$ cat config.mk
export PLATFORM = sky130hd
export DESIGN_NAME = pulse_power_energy_meter
export DESIGN_NICKNAME = d
export VERILOG_FILES = /design/src/design/ppem_pkg.sv /design/src/design/pulse_power_energy_meter.sv
export SDC_FILE = /design/constraint.sdc
export NUM_CORES = 2
export LEC_CHECK = 0
export BUFFER_PORTS_ARGS = -buffer_cell sky130_fd_sc_hd__buf_2
export CAP_MARGIN = 20
export CORE_MARGIN = 3
export CORE_UTILIZATION = 59
export CTS_BUF_LIST = sky130_fd_sc_hd__clkbuf_8
export DETAILED_ROUTE_END_ITERATION = 8
export GPL_TIMING_DRIVEN = 0
export PLACE_DENSITY = 0.79
export SYNTH_ARGS = -nofsm -noshare
export SYNTH_HDL_FRONTEND = slang
export SYNTH_SLANG_ARGS = --single-unit
$ cat constraint.sdc
create_clock -name clk -period 9.1 [get_ports clk]
set_input_delay 0 -clock clk [delete_from_list [all_inputs] [get_ports clk]]
set_output_delay 0 -clock clk [all_outputs]
set_load 0.005 [all_outputs]
$ cat src/design/ppem_pkg.sv
// ----------------------------------------------------------------------------
// ppem_pkg: shared constants for the pulse power/energy meter
// Fixed field widths, window rule constants, configuration register codes and divider job kinds.
// ----------------------------------------------------------------------------
package ppem_pkg;

	// field widths
	localparam int PPK_W   = 20;   // meter constant
	localparam int K_W     = 26;   // widest scale constant (36,000,000)
	localparam int OUT_W   = 32;   // result fields
	localparam int IN_TIME_W = 32; // time field on the stream

	// window rule constants
	localparam logic [K_W-1:0] HOUR_MS        = K_W'(3600000);
	localparam logic [K_W-1:0] HOUR_MS_TENTHS = K_W'(36000000);
	localparam int             MANY_WINDOW_MS = 2000;
	localparam int             MANY_PULSES    = 10;

	// configuration register indexes
	localparam logic CFG_PPK        = 1'b0;
	localparam logic CFG_CALIBRATED = 1'b1;

	// divider job kinds
	localparam logic DIV_RATE   = 1'b0;
	localparam logic DIV_ENERGY = 1'b1;

endpackage

$ cat src/design/pulse_power_energy_meter.sv
// ----------------------------------------------------------------------------
// pulse_power_energy_meter: power and energy from an energy pulse pin
// Counts rising edges of the sampled pulse pin, estimates power in 0.1 W from
// a restartable counting window and reports energy as total / meter constant.
// ----------------------------------------------------------------------------
// Usage
//   s_*   : one request per tick, s_tdata = {time_ms, pin_level}.
//   m_*   : one result per request, m_tdata = {energy_kwh, power_tenth_watt}.
//   cfg_* : register writes (index 0 meter constant, index 1 calibrated);
//           cfg_ready is always high, write only while the meter is idle.
// Sequence
//   A request passes from acceptance to the result register through the two
//   products on the shared multiplier, a decision step, up to two 32-step
//   restoring divisions on the one shared divider (window power, then energy;
//   the steps are skipped when the quotient saturates), and the output step.
//   s_tready is high only while the sequencer is idle, so a new request is
//   accepted only after the previous one has left the output step.
// Reset
//   arst_n clears counters, window, power, configuration registers and the valid flags; the
//   first sample after reset never counts as an edge. There is no clearing pass.
// Stall
//   A result waits in the output register while m_tready is low; the next
//   request is accepted meanwhile and its result holds in the sequencer until
//   the output register is free.
// ----------------------------------------------------------------------------
module pulse_power_energy_meter
	import ppem_pkg::*;
#(
	parameter int TIME_WIDTH  = 32,
	parameter int COUNT_WIDTH = 32
) (
	input  logic                 clk,
	input  logic                 arst_n,
	// stream in
	input  logic                 s_tvalid,
	output logic                 s_tready,
	input  logic [39:0]          s_tdata,   // [0] pin_level, [32:1] time_ms, [39:33] zero
	// stream out
	output logic                 m_tvalid,
	input  logic                 m_tready,
	output logic [63:0]          m_tdata,   // [31:0] power_tenth_watt, [63:32] energy_kwh
	// configuration writes
	input  logic                 cfg_valid,
	output logic                 cfg_ready,
	input  logic                 cfg_index,
	input  logic [PPK_W-1:0]     cfg_data
);

	// derived widths
	localparam int MW  = (TIME_WIDTH > COUNT_WIDTH) ? TIME_WIDTH : COUNT_WIDTH;
	localparam int PRW = MW + K_W;               // multiplier product
	localparam int DW  = TIME_WIDTH + PPK_W;     // divisor
	localparam int NW  = COUNT_WIDTH + K_W;      // dividend
	localparam int HW  = NW - OUT_W;             // dividend bits above quotient
	localparam int XW  = (HW > DW) ? HW : DW;    // saturation compare width

	// sequencer codes
	localparam logic [3:0] S_IDLE   = 4'd0;
	localparam logic [3:0] S_MULD   = 4'd1;
	localparam logic [3:0] S_MULN   = 4'd2;
	localparam logic [3:0] S_DECIDE = 4'd3;
	localparam logic [3:0] S_DLOAD  = 4'd4;
	localparam logic [3:0] S_DITER  = 4'd5;
	localparam logic [3:0] S_DDONE  = 4'd6;
	localparam logic [3:0] S_OUT    = 4'd7;

	logic [3:0]             state_q;

	// configuration
	logic [PPK_W-1:0]       ppk_q;
	logic                   cal_q;

	// meter state
	logic                   last_valid_q;
	logic                   last_level_q;
	logic [COUNT_WIDTH-1:0] wp_q;
	logic [COUNT_WIDTH-1:0] total_q;
	logic [TIME_WIDTH-1:0]  start_q;
	logic [OUT_W-1:0]       power_q;

	// per-request working registers
	logic [TIME_WIDTH-1:0]  now_q;
	logic [TIME_WIDTH-1:0]  elapsed_q;
	logic [DW-1:0]          d_q;
	logic [NW-1:0]          n_q;
	logic                   many_q;
	logic                   kind_q;
	logic [OUT_W-1:0]       energy_q;

	// divider registers
	logic [DW-1:0]          rem_q;
	logic [OUT_W-1:0]       low_q;
	logic [4:0]             cnt_q;

	// output register
	logic                   out_valid_q;
	logic [OUT_W-1:0]       out_power_q;
	logic [OUT_W-1:0]       out_energy_q;

	// request fields
	logic                   in_level;
	logic [TIME_WIDTH-1:0]  in_now;
	logic                   in_edge;
	logic                   in_accept;

	assign in_level  = s_tdata[0];
	assign in_now    = TIME_WIDTH'(s_tdata[IN_TIME_W:1]);
	assign in_edge   = last_valid_q && !last_level_q && in_level;
	assign in_accept = s_tvalid && s_tready;

	assign s_tready  = (state_q == S_IDLE);
	assign cfg_ready = 1'b1;
	assign m_tvalid  = out_valid_q;
	assign m_tdata   = {out_energy_q, out_power_q};

	// shared multiplier
	logic [MW-1:0]          mul_a;
	logic [K_W-1:0]         mul_b;
	logic [PRW-1:0]         mul_p;

	always_comb begin
		if (state_q == S_MULD) begin
			mul_a = MW'(elapsed_q);
			mul_b = K_W'(ppk_q);
		end else begin
			mul_a = MW'(wp_q);
			mul_b = (wp_q >= COUNT_WIDTH'(MANY_PULSES)) ? HOUR_MS : HOUR_MS_TENTHS;
		end
	end

	assign mul_p = PRW'(mul_a) * PRW'(mul_b);

	// window rule terms
	logic                   no_clock;
	logic                   is_many;
	logic                   is_few;
	logic                   is_none;
	logic                   period_up;
	logic                   need_energy;
	logic [DW:0]            d_plus;

	assign d_plus      = {1'b0, d_q} + (DW+1)'(ppk_q);
	assign period_up   = d_plus > (DW+1)'(HOUR_MS);
	assign no_clock    = (start_q == '0) || (ppk_q == '0);
	assign is_many     = (wp_q >= COUNT_WIDTH'(MANY_PULSES))
	                     && (elapsed_q >= TIME_WIDTH'(MANY_WINDOW_MS));
	assign is_few      = (wp_q != '0) && (wp_q < COUNT_WIDTH'(MANY_PULSES)) && period_up;
	assign is_none     = (wp_q == '0) && period_up;
	assign need_energy = cal_q && (ppk_q != '0);

	// shared divider operands and step
	logic [NW-1:0]          div_num;
	logic [DW-1:0]          div_den;
	logic                   div_sat;
	logic [DW:0]            trial;
	logic [DW:0]            diff;
	logic                   trial_ge;

	always_comb begin
		if (kind_q == DIV_RATE) begin
			div_num = n_q;
			div_den = d_q;
		end else begin
			div_num = NW'(total_q);
			div_den = DW'(ppk_q);
		end
	end

	assign div_sat  = XW'(div_num[NW-1:OUT_W]) >= XW'(div_den);
	assign trial    = {rem_q, low_q[OUT_W-1]};
	assign trial_ge = trial >= {1'b0, div_den};
	assign diff     = trial - {1'b0, div_den};

	// times ten with saturation for the many-pulses rule
	logic [OUT_W+3:0]       p10;
	logic [OUT_W-1:0]       p10_sat;

	assign p10     = {1'b0, low_q, 3'b000} + {3'b000, low_q, 1'b0};
	assign p10_sat = (p10[OUT_W+3:OUT_W] != '0) ? '1 : p10[OUT_W-1:0];

	// configuration registers
	always_ff @(posedge clk or negedge arst_n) begin
		if (!arst_n) begin
			ppk_q <= '0;
			cal_q <= 1'b0;
		end else if (cfg_valid && cfg_ready) begin
			unique case (cfg_index)
				CFG_PPK:        ppk_q <= cfg_data;
				CFG_CALIBRATED: cal_q <= cfg_data[0];
				default:        ;
			endcase
		end
	end

	// sequencer and meter state
	always_ff @(posedge clk or negedge arst_n) begin
		if (!arst_n) begin
			state_q      <= S_IDLE;
			last_valid_q <= 1'b0;
			last_level_q <= 1'b0;
			wp_q         <= '0;
			total_q      <= '0;
			start_q      <= '0;
			power_q      <= '0;
			kind_q       <= DIV_RATE;
			many_q       <= 1'b0;
			cnt_q        <= '0;
			out_valid_q  <= 1'b0;
		end else begin
			// output register valid flag
			if (state_q == S_OUT && (!out_valid_q || m_tready)) begin
				out_valid_q <= 1'b1;
			end else if (out_valid_q && m_tready) begin
				out_valid_q <= 1'b0;
			end
			unique case (state_q)
				S_IDLE: begin
					// capture request, count the edge
					if (in_accept) begin
						last_valid_q <= 1'b1;
						last_level_q <= in_level;
						if (in_edge) begin
							wp_q    <= wp_q + COUNT_WIDTH'(1);
							total_q <= total_q + COUNT_WIDTH'(1);
						end
						state_q <= S_MULD;
					end
				end
				S_MULD: begin
					state_q <= S_MULN;
				end
				S_MULN: begin
					state_q <= S_DECIDE;
				end
				S_DECIDE: begin
					// window rules in priority order
					priority if (no_clock) begin
						power_q <= '0;
					end else if (is_many || is_few) begin
						many_q <= is_many;
					end else if (is_none) begin
						power_q <= '0;
					end else begin
						// window still open, keep the last estimate
						power_q <= power_q;
					end
					if (no_clock || is_many || is_few || is_none) begin
						start_q <= now_q;
						wp_q    <= '0;
					end
					if (!no_clock && (is_many || is_few)) begin
						kind_q  <= DIV_RATE;
						state_q <= S_DLOAD;
					end else if (need_energy) begin
						kind_q  <= DIV_ENERGY;
						state_q <= S_DLOAD;
					end else begin
						state_q <= S_OUT;
					end
				end
				S_DLOAD: begin
					cnt_q <= '0;
					if (div_sat) begin
						state_q <= S_DDONE;
					end else begin
						state_q <= S_DITER;
					end
				end
				S_DITER: begin
					cnt_q <= cnt_q + 5'd1;
					if (cnt_q == 5'd31) begin
						state_q <= S_DDONE;
					end
				end
				S_DDONE: begin
					if (kind_q == DIV_RATE) begin
						power_q <= many_q ? p10_sat : low_q;
						if (need_energy) begin
							kind_q  <= DIV_ENERGY;
							state_q <= S_DLOAD;
						end else begin
							state_q <= S_OUT;
						end
					end else begin
						state_q <= S_OUT;
					end
				end
				S_OUT: begin
					// wait for a free output register
					if (!out_valid_q || m_tready) begin
						state_q <= S_IDLE;
					end
				end
				default: begin
					state_q <= S_IDLE;
				end
			endcase
		end
	end

	// datapath registers
	always_ff @(posedge clk) begin
		if (in_accept) begin
			now_q     <= in_now;
			elapsed_q <= in_now - start_q;
		end
		if (state_q == S_MULD) begin
			d_q <= DW'(mul_p);
		end
		if (state_q == S_MULN) begin
			n_q <= NW'(mul_p);
		end
		if (state_q == S_DECIDE) begin
			energy_q <= '0;
		end
		if (state_q == S_DLOAD) begin
			if (div_sat) begin
				low_q <= '1;
			end else begin
				rem_q <= DW'(div_num[NW-1:OUT_W]);
				low_q <= div_num[OUT_W-1:0];
			end
		end
		if (state_q == S_DITER) begin
			rem_q <= trial_ge ? diff[DW-1:0] : trial[DW-1:0];
			low_q <= {low_q[OUT_W-2:0], trial_ge};
		end
		if (state_q == S_DDONE && kind_q == DIV_ENERGY) begin
			energy_q <= low_q;
		end
		if (state_q == S_OUT && (!out_valid_q || m_tready)) begin
			out_power_q  <= power_q;
			out_energy_q <= energy_q;
		end
	end

	// checks
	a_accept_starts: assert property (@(posedge clk) disable iff (!arst_n)
		in_accept |=> state_q == S_MULD)
		else $error("accepted request did not start the sequencer");

	a_rem_below_den: assert property (@(posedge clk) disable iff (!arst_n)
		state_q == S_DITER |-> rem_q < div_den)
		else $error("divider remainder not below divisor");

	a_restart_clears: assert property (@(posedge clk) disable iff (!arst_n)
		(state_q == S_DECIDE && (no_clock || is_many || is_few || is_none))
		|=> (wp_q == '0 && start_q == $past(now_q)))
		else $error("window restart did not clear the window");

	a_result_from_out: assert property (@(posedge clk) disable iff (!arst_n)
		$rose(out_valid_q) |-> $past(state_q) == S_OUT)
		else $error("result raised outside the output step");

endmodule
Word-level counts from Yosys, hierarchy flattened --
Cells that the tools add are included.
Word-level totals: bits in registers 517, latch bits 0, memory bits (writable) 0, ROM bits 0, input bits 66, output and inout port bits 67, word-level logic and storage cells 141, memories kept 0
Operators by class: $add $sub $neg 7, $mul 1, div/mod/pow operators 0, $lt $le $gt $ge 6, equal/unequal tests 18, shift operators 0, muxes and demuxes 41, bitwise gates (word level) 2, reductions and logical operators 44
Operators with widths (number):
- 32-bit 2-to-1 mux | 15
- 52-bit 2-to-1 mux | 5
- 32-bit one-hot mux with 2 select lines | 2
- 32-bit by 1-bit adder with 32-bit output, second input constant | 2
- 32-bit logical NOT | 2
- 32-bit by 26-bit multiplier with 58-bit output | 1
- 58-bit 2-to-1 mux | 1
- 52-bit by 20-bit adder with 53-bit output | 1
- 53-bit by 52-bit greater-or-equal comparator with 1-bit output | 1
- 53-bit by 22-bit greater-than comparator with 1-bit output, second input constant | 1
- 26-bit by 52-bit greater-or-equal comparator with 1-bit output | 1
- 26-bit 2-to-1 mux | 2
- 52-bit subtractor | 1
- 35-bit by 33-bit adder with 36-bit output | 1
- 32-bit by 11-bit greater-or-equal comparator with 1-bit output, second input constant | 1
- 32-bit by 4-bit greater-or-equal comparator with 1-bit output, second input constant | 1
- 32-bit by 4-bit < comparator with 1-bit output, second input constant | 1
- 4-bit one-hot mux with 8 select lines | 1
- 32-bit nonzero test | 1
- 32-bit subtractor | 1
- 20-bit logical NOT | 1
- 20-bit nonzero test | 1
- 4-bit by 3-bit equality test with 1-bit output, second input constant | 4
- 4-bit 2-to-1 mux | 4
- 21 further kinds | 67

Logic depth before layout (Yosys ltp) --
depth in word-level cells 7, gate-level depth with buffers 38, gate-level depth less buffers 35

Worst setup path after synthesis --
Ideal clock, no wire load.
kind register to register, from register state_q[2], to register d_q[50], data pin, setup time 268 ps, arrival time 9146 ps, required time 8832 ps, path slack -315 ps, cell stages (with the launch flop) 28, buffers on the path 2, clock period less this slack 9415 ps, cell sequence dfrtp_1 -> nor2_1 -> nand2_1 -> clkinv_1 -> clkbuf_1 -> buf_1 -> and3_1 -> fa_1 -> inv_1 -> fa_1 -> fa_1 -> fa_1 -> inv_1 -> fa_1 -> fa_1 -> inv_1 -> fa_1 -> inv_1 -> ha_1 -> a2111oi_0 -> o31ai_1 -> a211o_1 -> a311oi_1 -> o311ai_0 -> a21oi_1 -> o21ai_0 -> a221oi_1 -> xnor2_1
On the way: cells in the longest elaborated chain, start to end 3, elaborated cells on any way between the ends 4, classes of those cells mul: 1; eq/ne: 1; mux: 2
Ends and longest elaborated chain:
- from (decl) | line pulse_power_energy_meter.sv:67 | logic [3:0] state_q;
- from (signal assigned) | line pulse_power_energy_meter.sv:198 | state_q <= S_IDLE;
- from (signal assigned) | line pulse_power_energy_meter.sv:226 | state_q <= S_MULD;
- from (signal assigned) | line pulse_power_energy_meter.sv:230 | state_q <= S_MULN;
- 4-bit by 1-bit equality test with 1-bit output * | line pulse_power_energy_meter.sv:122 | if (state_q == S_MULD) begin
- 32-bit 2-to-1 mux or 26-bit 2-to-1 mux (tied branches) | line pulse_power_energy_meter.sv:122
- 32-bit by 26-bit multiplier with 58-bit output * | line pulse_power_energy_meter.sv:131 | assign mul_p = PRW'(mul_a) * PRW'(mul_b);
- net mul_p[50] | line pulse_power_energy_meter.sv:119 | logic [PRW-1:0] mul_p;
- to (signal assigned) | line pulse_power_energy_meter.sv:308 | d_q <= DW'(mul_p);
- to (decl) | line pulse_power_energy_meter.sv:84 | logic [DW-1:0] d_q;
The timed path passes the listed nets; every way through them passes the cells marked *. A chain may end at the register's enable or synchronous reset.

Final worst setup path --
from register wp_q[29], to register d_q[44], data pin
On the way: cells in the longest elaborated chain, start to end 4, elaborated cells on any way between the ends 5, classes of those cells mul: 1; order compare: 1; mux: 3
Ends and longest elaborated chain:
- from (decl) | line pulse_power_energy_meter.sv:76 | logic [COUNT_WIDTH-1:0] wp_q;
- from (signal assigned) | line pulse_power_energy_meter.sv:223 | wp_q <= wp_q + COUNT_WIDTH'(1);
- 32-bit by 4-bit greater-or-equal comparator with 1-bit output | line pulse_power_energy_meter.sv:127 | mul_b = (wp_q >= COUNT_WIDTH'(MANY_PULSES)) ? HOUR_MS : HOUR_MS_TENTHS;
- 26-bit 2-to-1 mux | line pulse_power_energy_meter.sv:127
- 26-bit 2-to-1 mux | line pulse_power_energy_meter.sv:122
- 32-bit by 26-bit multiplier with 58-bit output * | line pulse_power_energy_meter.sv:131
- net mul_p[44] | line pulse_power_energy_meter.sv:119
Marked as above.

==> summary.txt <==
Worst setup path
  • CP most frequent cell: fa_1
  • Slowest stage cell, crit path: fa_1
  • Critical path peak fanout: 10
  • Startpoint types: flip-flop
  • Number of buffers and inverters on the critical path: 6
  • CP arrival: 9800 ps
  • Top cell family by delay on the critical path: adder cells
  • CP endpoint kind: flip-flop
  • Critical path required time: 9600 ps
  • Critical path class: flip-flop to flip-flop
  • Crit-path max cell delay: 580 ps

STA
  • Slew Limit Headroom: 25.7%
  • Final period util: 102%
  • Slew Viols, Final: 0
  • Final hold violation count: 0
  • Final setup skew: 79.6 ps
  • RSZ-0062 raised after global routing: yes
  • Max frequency: 108 MHz
  • Hold Slack: 66.0 ps
  • Minimum clock period: 9300 ps
  • # setup viols final: 27
  • Slew @ Worst Pin: 1120 ps
  • Final Worst Setup Slack: -201 ps

Drt
  • Total wire length: 177 mm
  • Avg WL per Cell: 24.2 um
  • Via density: 6.08
  • Number of remaining DRC errors: 0
  • Vias post-DR: 44600
  • Detail Route Antenna Nets: 0
  • Initial drt markers: 4452
  • 1st-pass router iterations: 7

Yosys
  • Most used DFF post-synth: edfxtp_1
  • Commonest cells post-synth: inv_1 (935), fa_1 (630), nand2_1 (578)
  • Avg Synthesized Cell Area: 9.52 um^2
  • Synth top area share: 23.4%
  • Number of synthesized flops with an enable pin: 354
  • Count of different cell masters after synthesis: 90
  • Synth area leaders: fa_1 (23%), edfxtp_1 (20%), ha_1 (9.5%)
  • Largest area contributor in the netlist: fa_1
  • Seq/Total Area, Yosys: 27.2%
  • Synthesized cell area: 0.0539 mm^2
  • Seq cells post-synth: 516
  • Share of flip-flops with an asynchronous set or reset: 31.4%
  • Number of synthesis warnings: 0
  • Most numerous cell in the Yosys netlist: inv_1
  • Cells after Synth: 5659

Job
  • Max cap viols: 0

GRT
  • Total GRT Usage: 37.5%
  • First-pass GRT wire length: 267 mm
  • Vias in the first global route: 45100
  • Antenna violations before repair: 8
  • Grt total ovfl: 0
  • Pin count of the biggest net entering global routing: 100

Placement
  • Dpl hpwl: 138 mm
  • DP Worst Slack: -3900 ps
  • Placed cell area: 0.0564 mm^2
  • PortBufs: 124
  • Placer Congestion: 1.05

Clock network
  • TritonCTS Buffers: 89
  • Clock Sinks: 516
  • H-tree levels: 3
  • CTS tree: yes
  • Maximum clock path buffer count: 3
  • Clock Pin Slew Worst Setup and Hold Paths: 70 ps
  • Worst skew pair latency: 780 ps
  • Root Buffer: clkbuf_8

Finish
  • Share of layout cells above drive strength 1: 9.88%
  • Final core occ: 67.5%
  • Area Overhead vs Synth: 13.1%
  • Design area: 0.0609 mm^2
  • Final #Nets: 7183

Floorplanning
  • DIE WIDTH: 308 um
  • Die height: 308 um
  • Core area: 0.0903 mm^2
  • Row count: 110
  • Initial Util: 59.7%
  • Total Die Area: 0.0950 mm^2
  • I/O pins: 133

Status
  • Failing checks: setup timing
  • Status: complete, but fails checks

Hold path
  • Hold Crit Class: input port to flip-flop
-- through the flow --
step                      TNS [ps]  instances
after global routing        -10220       7333
after floorplan                  0       5686
after detailed placement   -199420       7007
after global placement     -295780       6986
after CTS                        0       7318
final                        -3130       7334
-- cell usage in the layout (no fill, tap or decap), drive strengths merged, types with 127 or more instances in the layout --
cell,Yosys,layout
and3,239,239
inv,936,964
o21ai,190,190
ha,409,409
edfxtp,354,354
a21oi,245,245
xnor2,136,136
buf,27,225
nand2,578,578
fa,630,630
a21o,127,127
dfrtp,162,162
clkbuf,222,305
nor2,436,436
-- flip-flops by register name, summed over array words and instances (netlist names) --
register	cells
n_q	58
d_q	52
rem_q	52
elapsed_q	32
energy_q	32
low_q	32
now_q	32
out_energy_q	32
out_power_q	32
power_q	32
start_q	32
total_q	32
wp_q	32
ppk_q	20
cnt_q	5
state_q	3
cal_q	1
kind_q	1
last_level_q	1
last_valid_q	1
m_tvalid	1
many_q	1
-- cell type report --
cell class	count	area [um^2]
well taps	1176	1470
clock inverters	69	529
repair buffers	308	2520
plain buffers	241	1180
multi-input cells	3985	35700
inverters	937	3520
fillers	7026	29300
diodes	4	10.0
flip-flops and latches	516	14700
clock buffers	98	1350
-- metal layers --
| metal | wire length (um) | global-route usage (%) |
|---|---|---|
| met5 | 43 | 0 |
| met4 | 12100 | 21.5 |
| met3 | 18400 | 7.74 |
| met2 | 79900 | 59.4 |
| met1 | 66900 | 48.2 |
-- path summary, 6_finish.rpt --
| kind | startpoint | to | slack [ps] | depth (start not counted) |
|---|---|---|---|---|
| max in group asynchronous | arst_n | cnt_q[3] | 8090 | 4 |
| max reg2reg | wp_q[29] | d_q[44] | -200 | 33 |
| min | s_tdata[15] | now_q[14] | 70 | 2 |
| min in group asynchronous | arst_n | start_q[7] | 360 | 4 |
| max | wp_q[29] | d_q[44] | -200 | 33 |
| min reg2reg | energy_q[12] | out_energy_q[12] | 420 | 0 |
-- logic make-up (layout without fill, tap and decap cells) --
kind of cell	count (synthesis)	after routing	share of synthesized area [%]
AOI/OAI and AO/OA	862	862	10.3
xor gates and xnor gates	211	211	3.43
muxes	132	132	2.79
other	2	33	0.0139
buffers and inverters	1186	1653	8.34
and+or+nand+nor	1711	1712	15.0
DFF	516	516	27.2
adders and majority gates	1039	1039	32.9
-- timing repair --
action | in CTS | in global routing
buffers inserted | 32 | 16
hold buffers | 118 | 0
cloned | 1 | 0
pin swaps | 30 | 72
endpoints found under the hold margin | 258 | 0
setup endpoints to repair | 85 | 56
gates resized for setup | 176 | 118
Power is left out: the tool's default activity adds up to more than one toggle a clock period on the data nets, which glitch-free logic cannot reach.
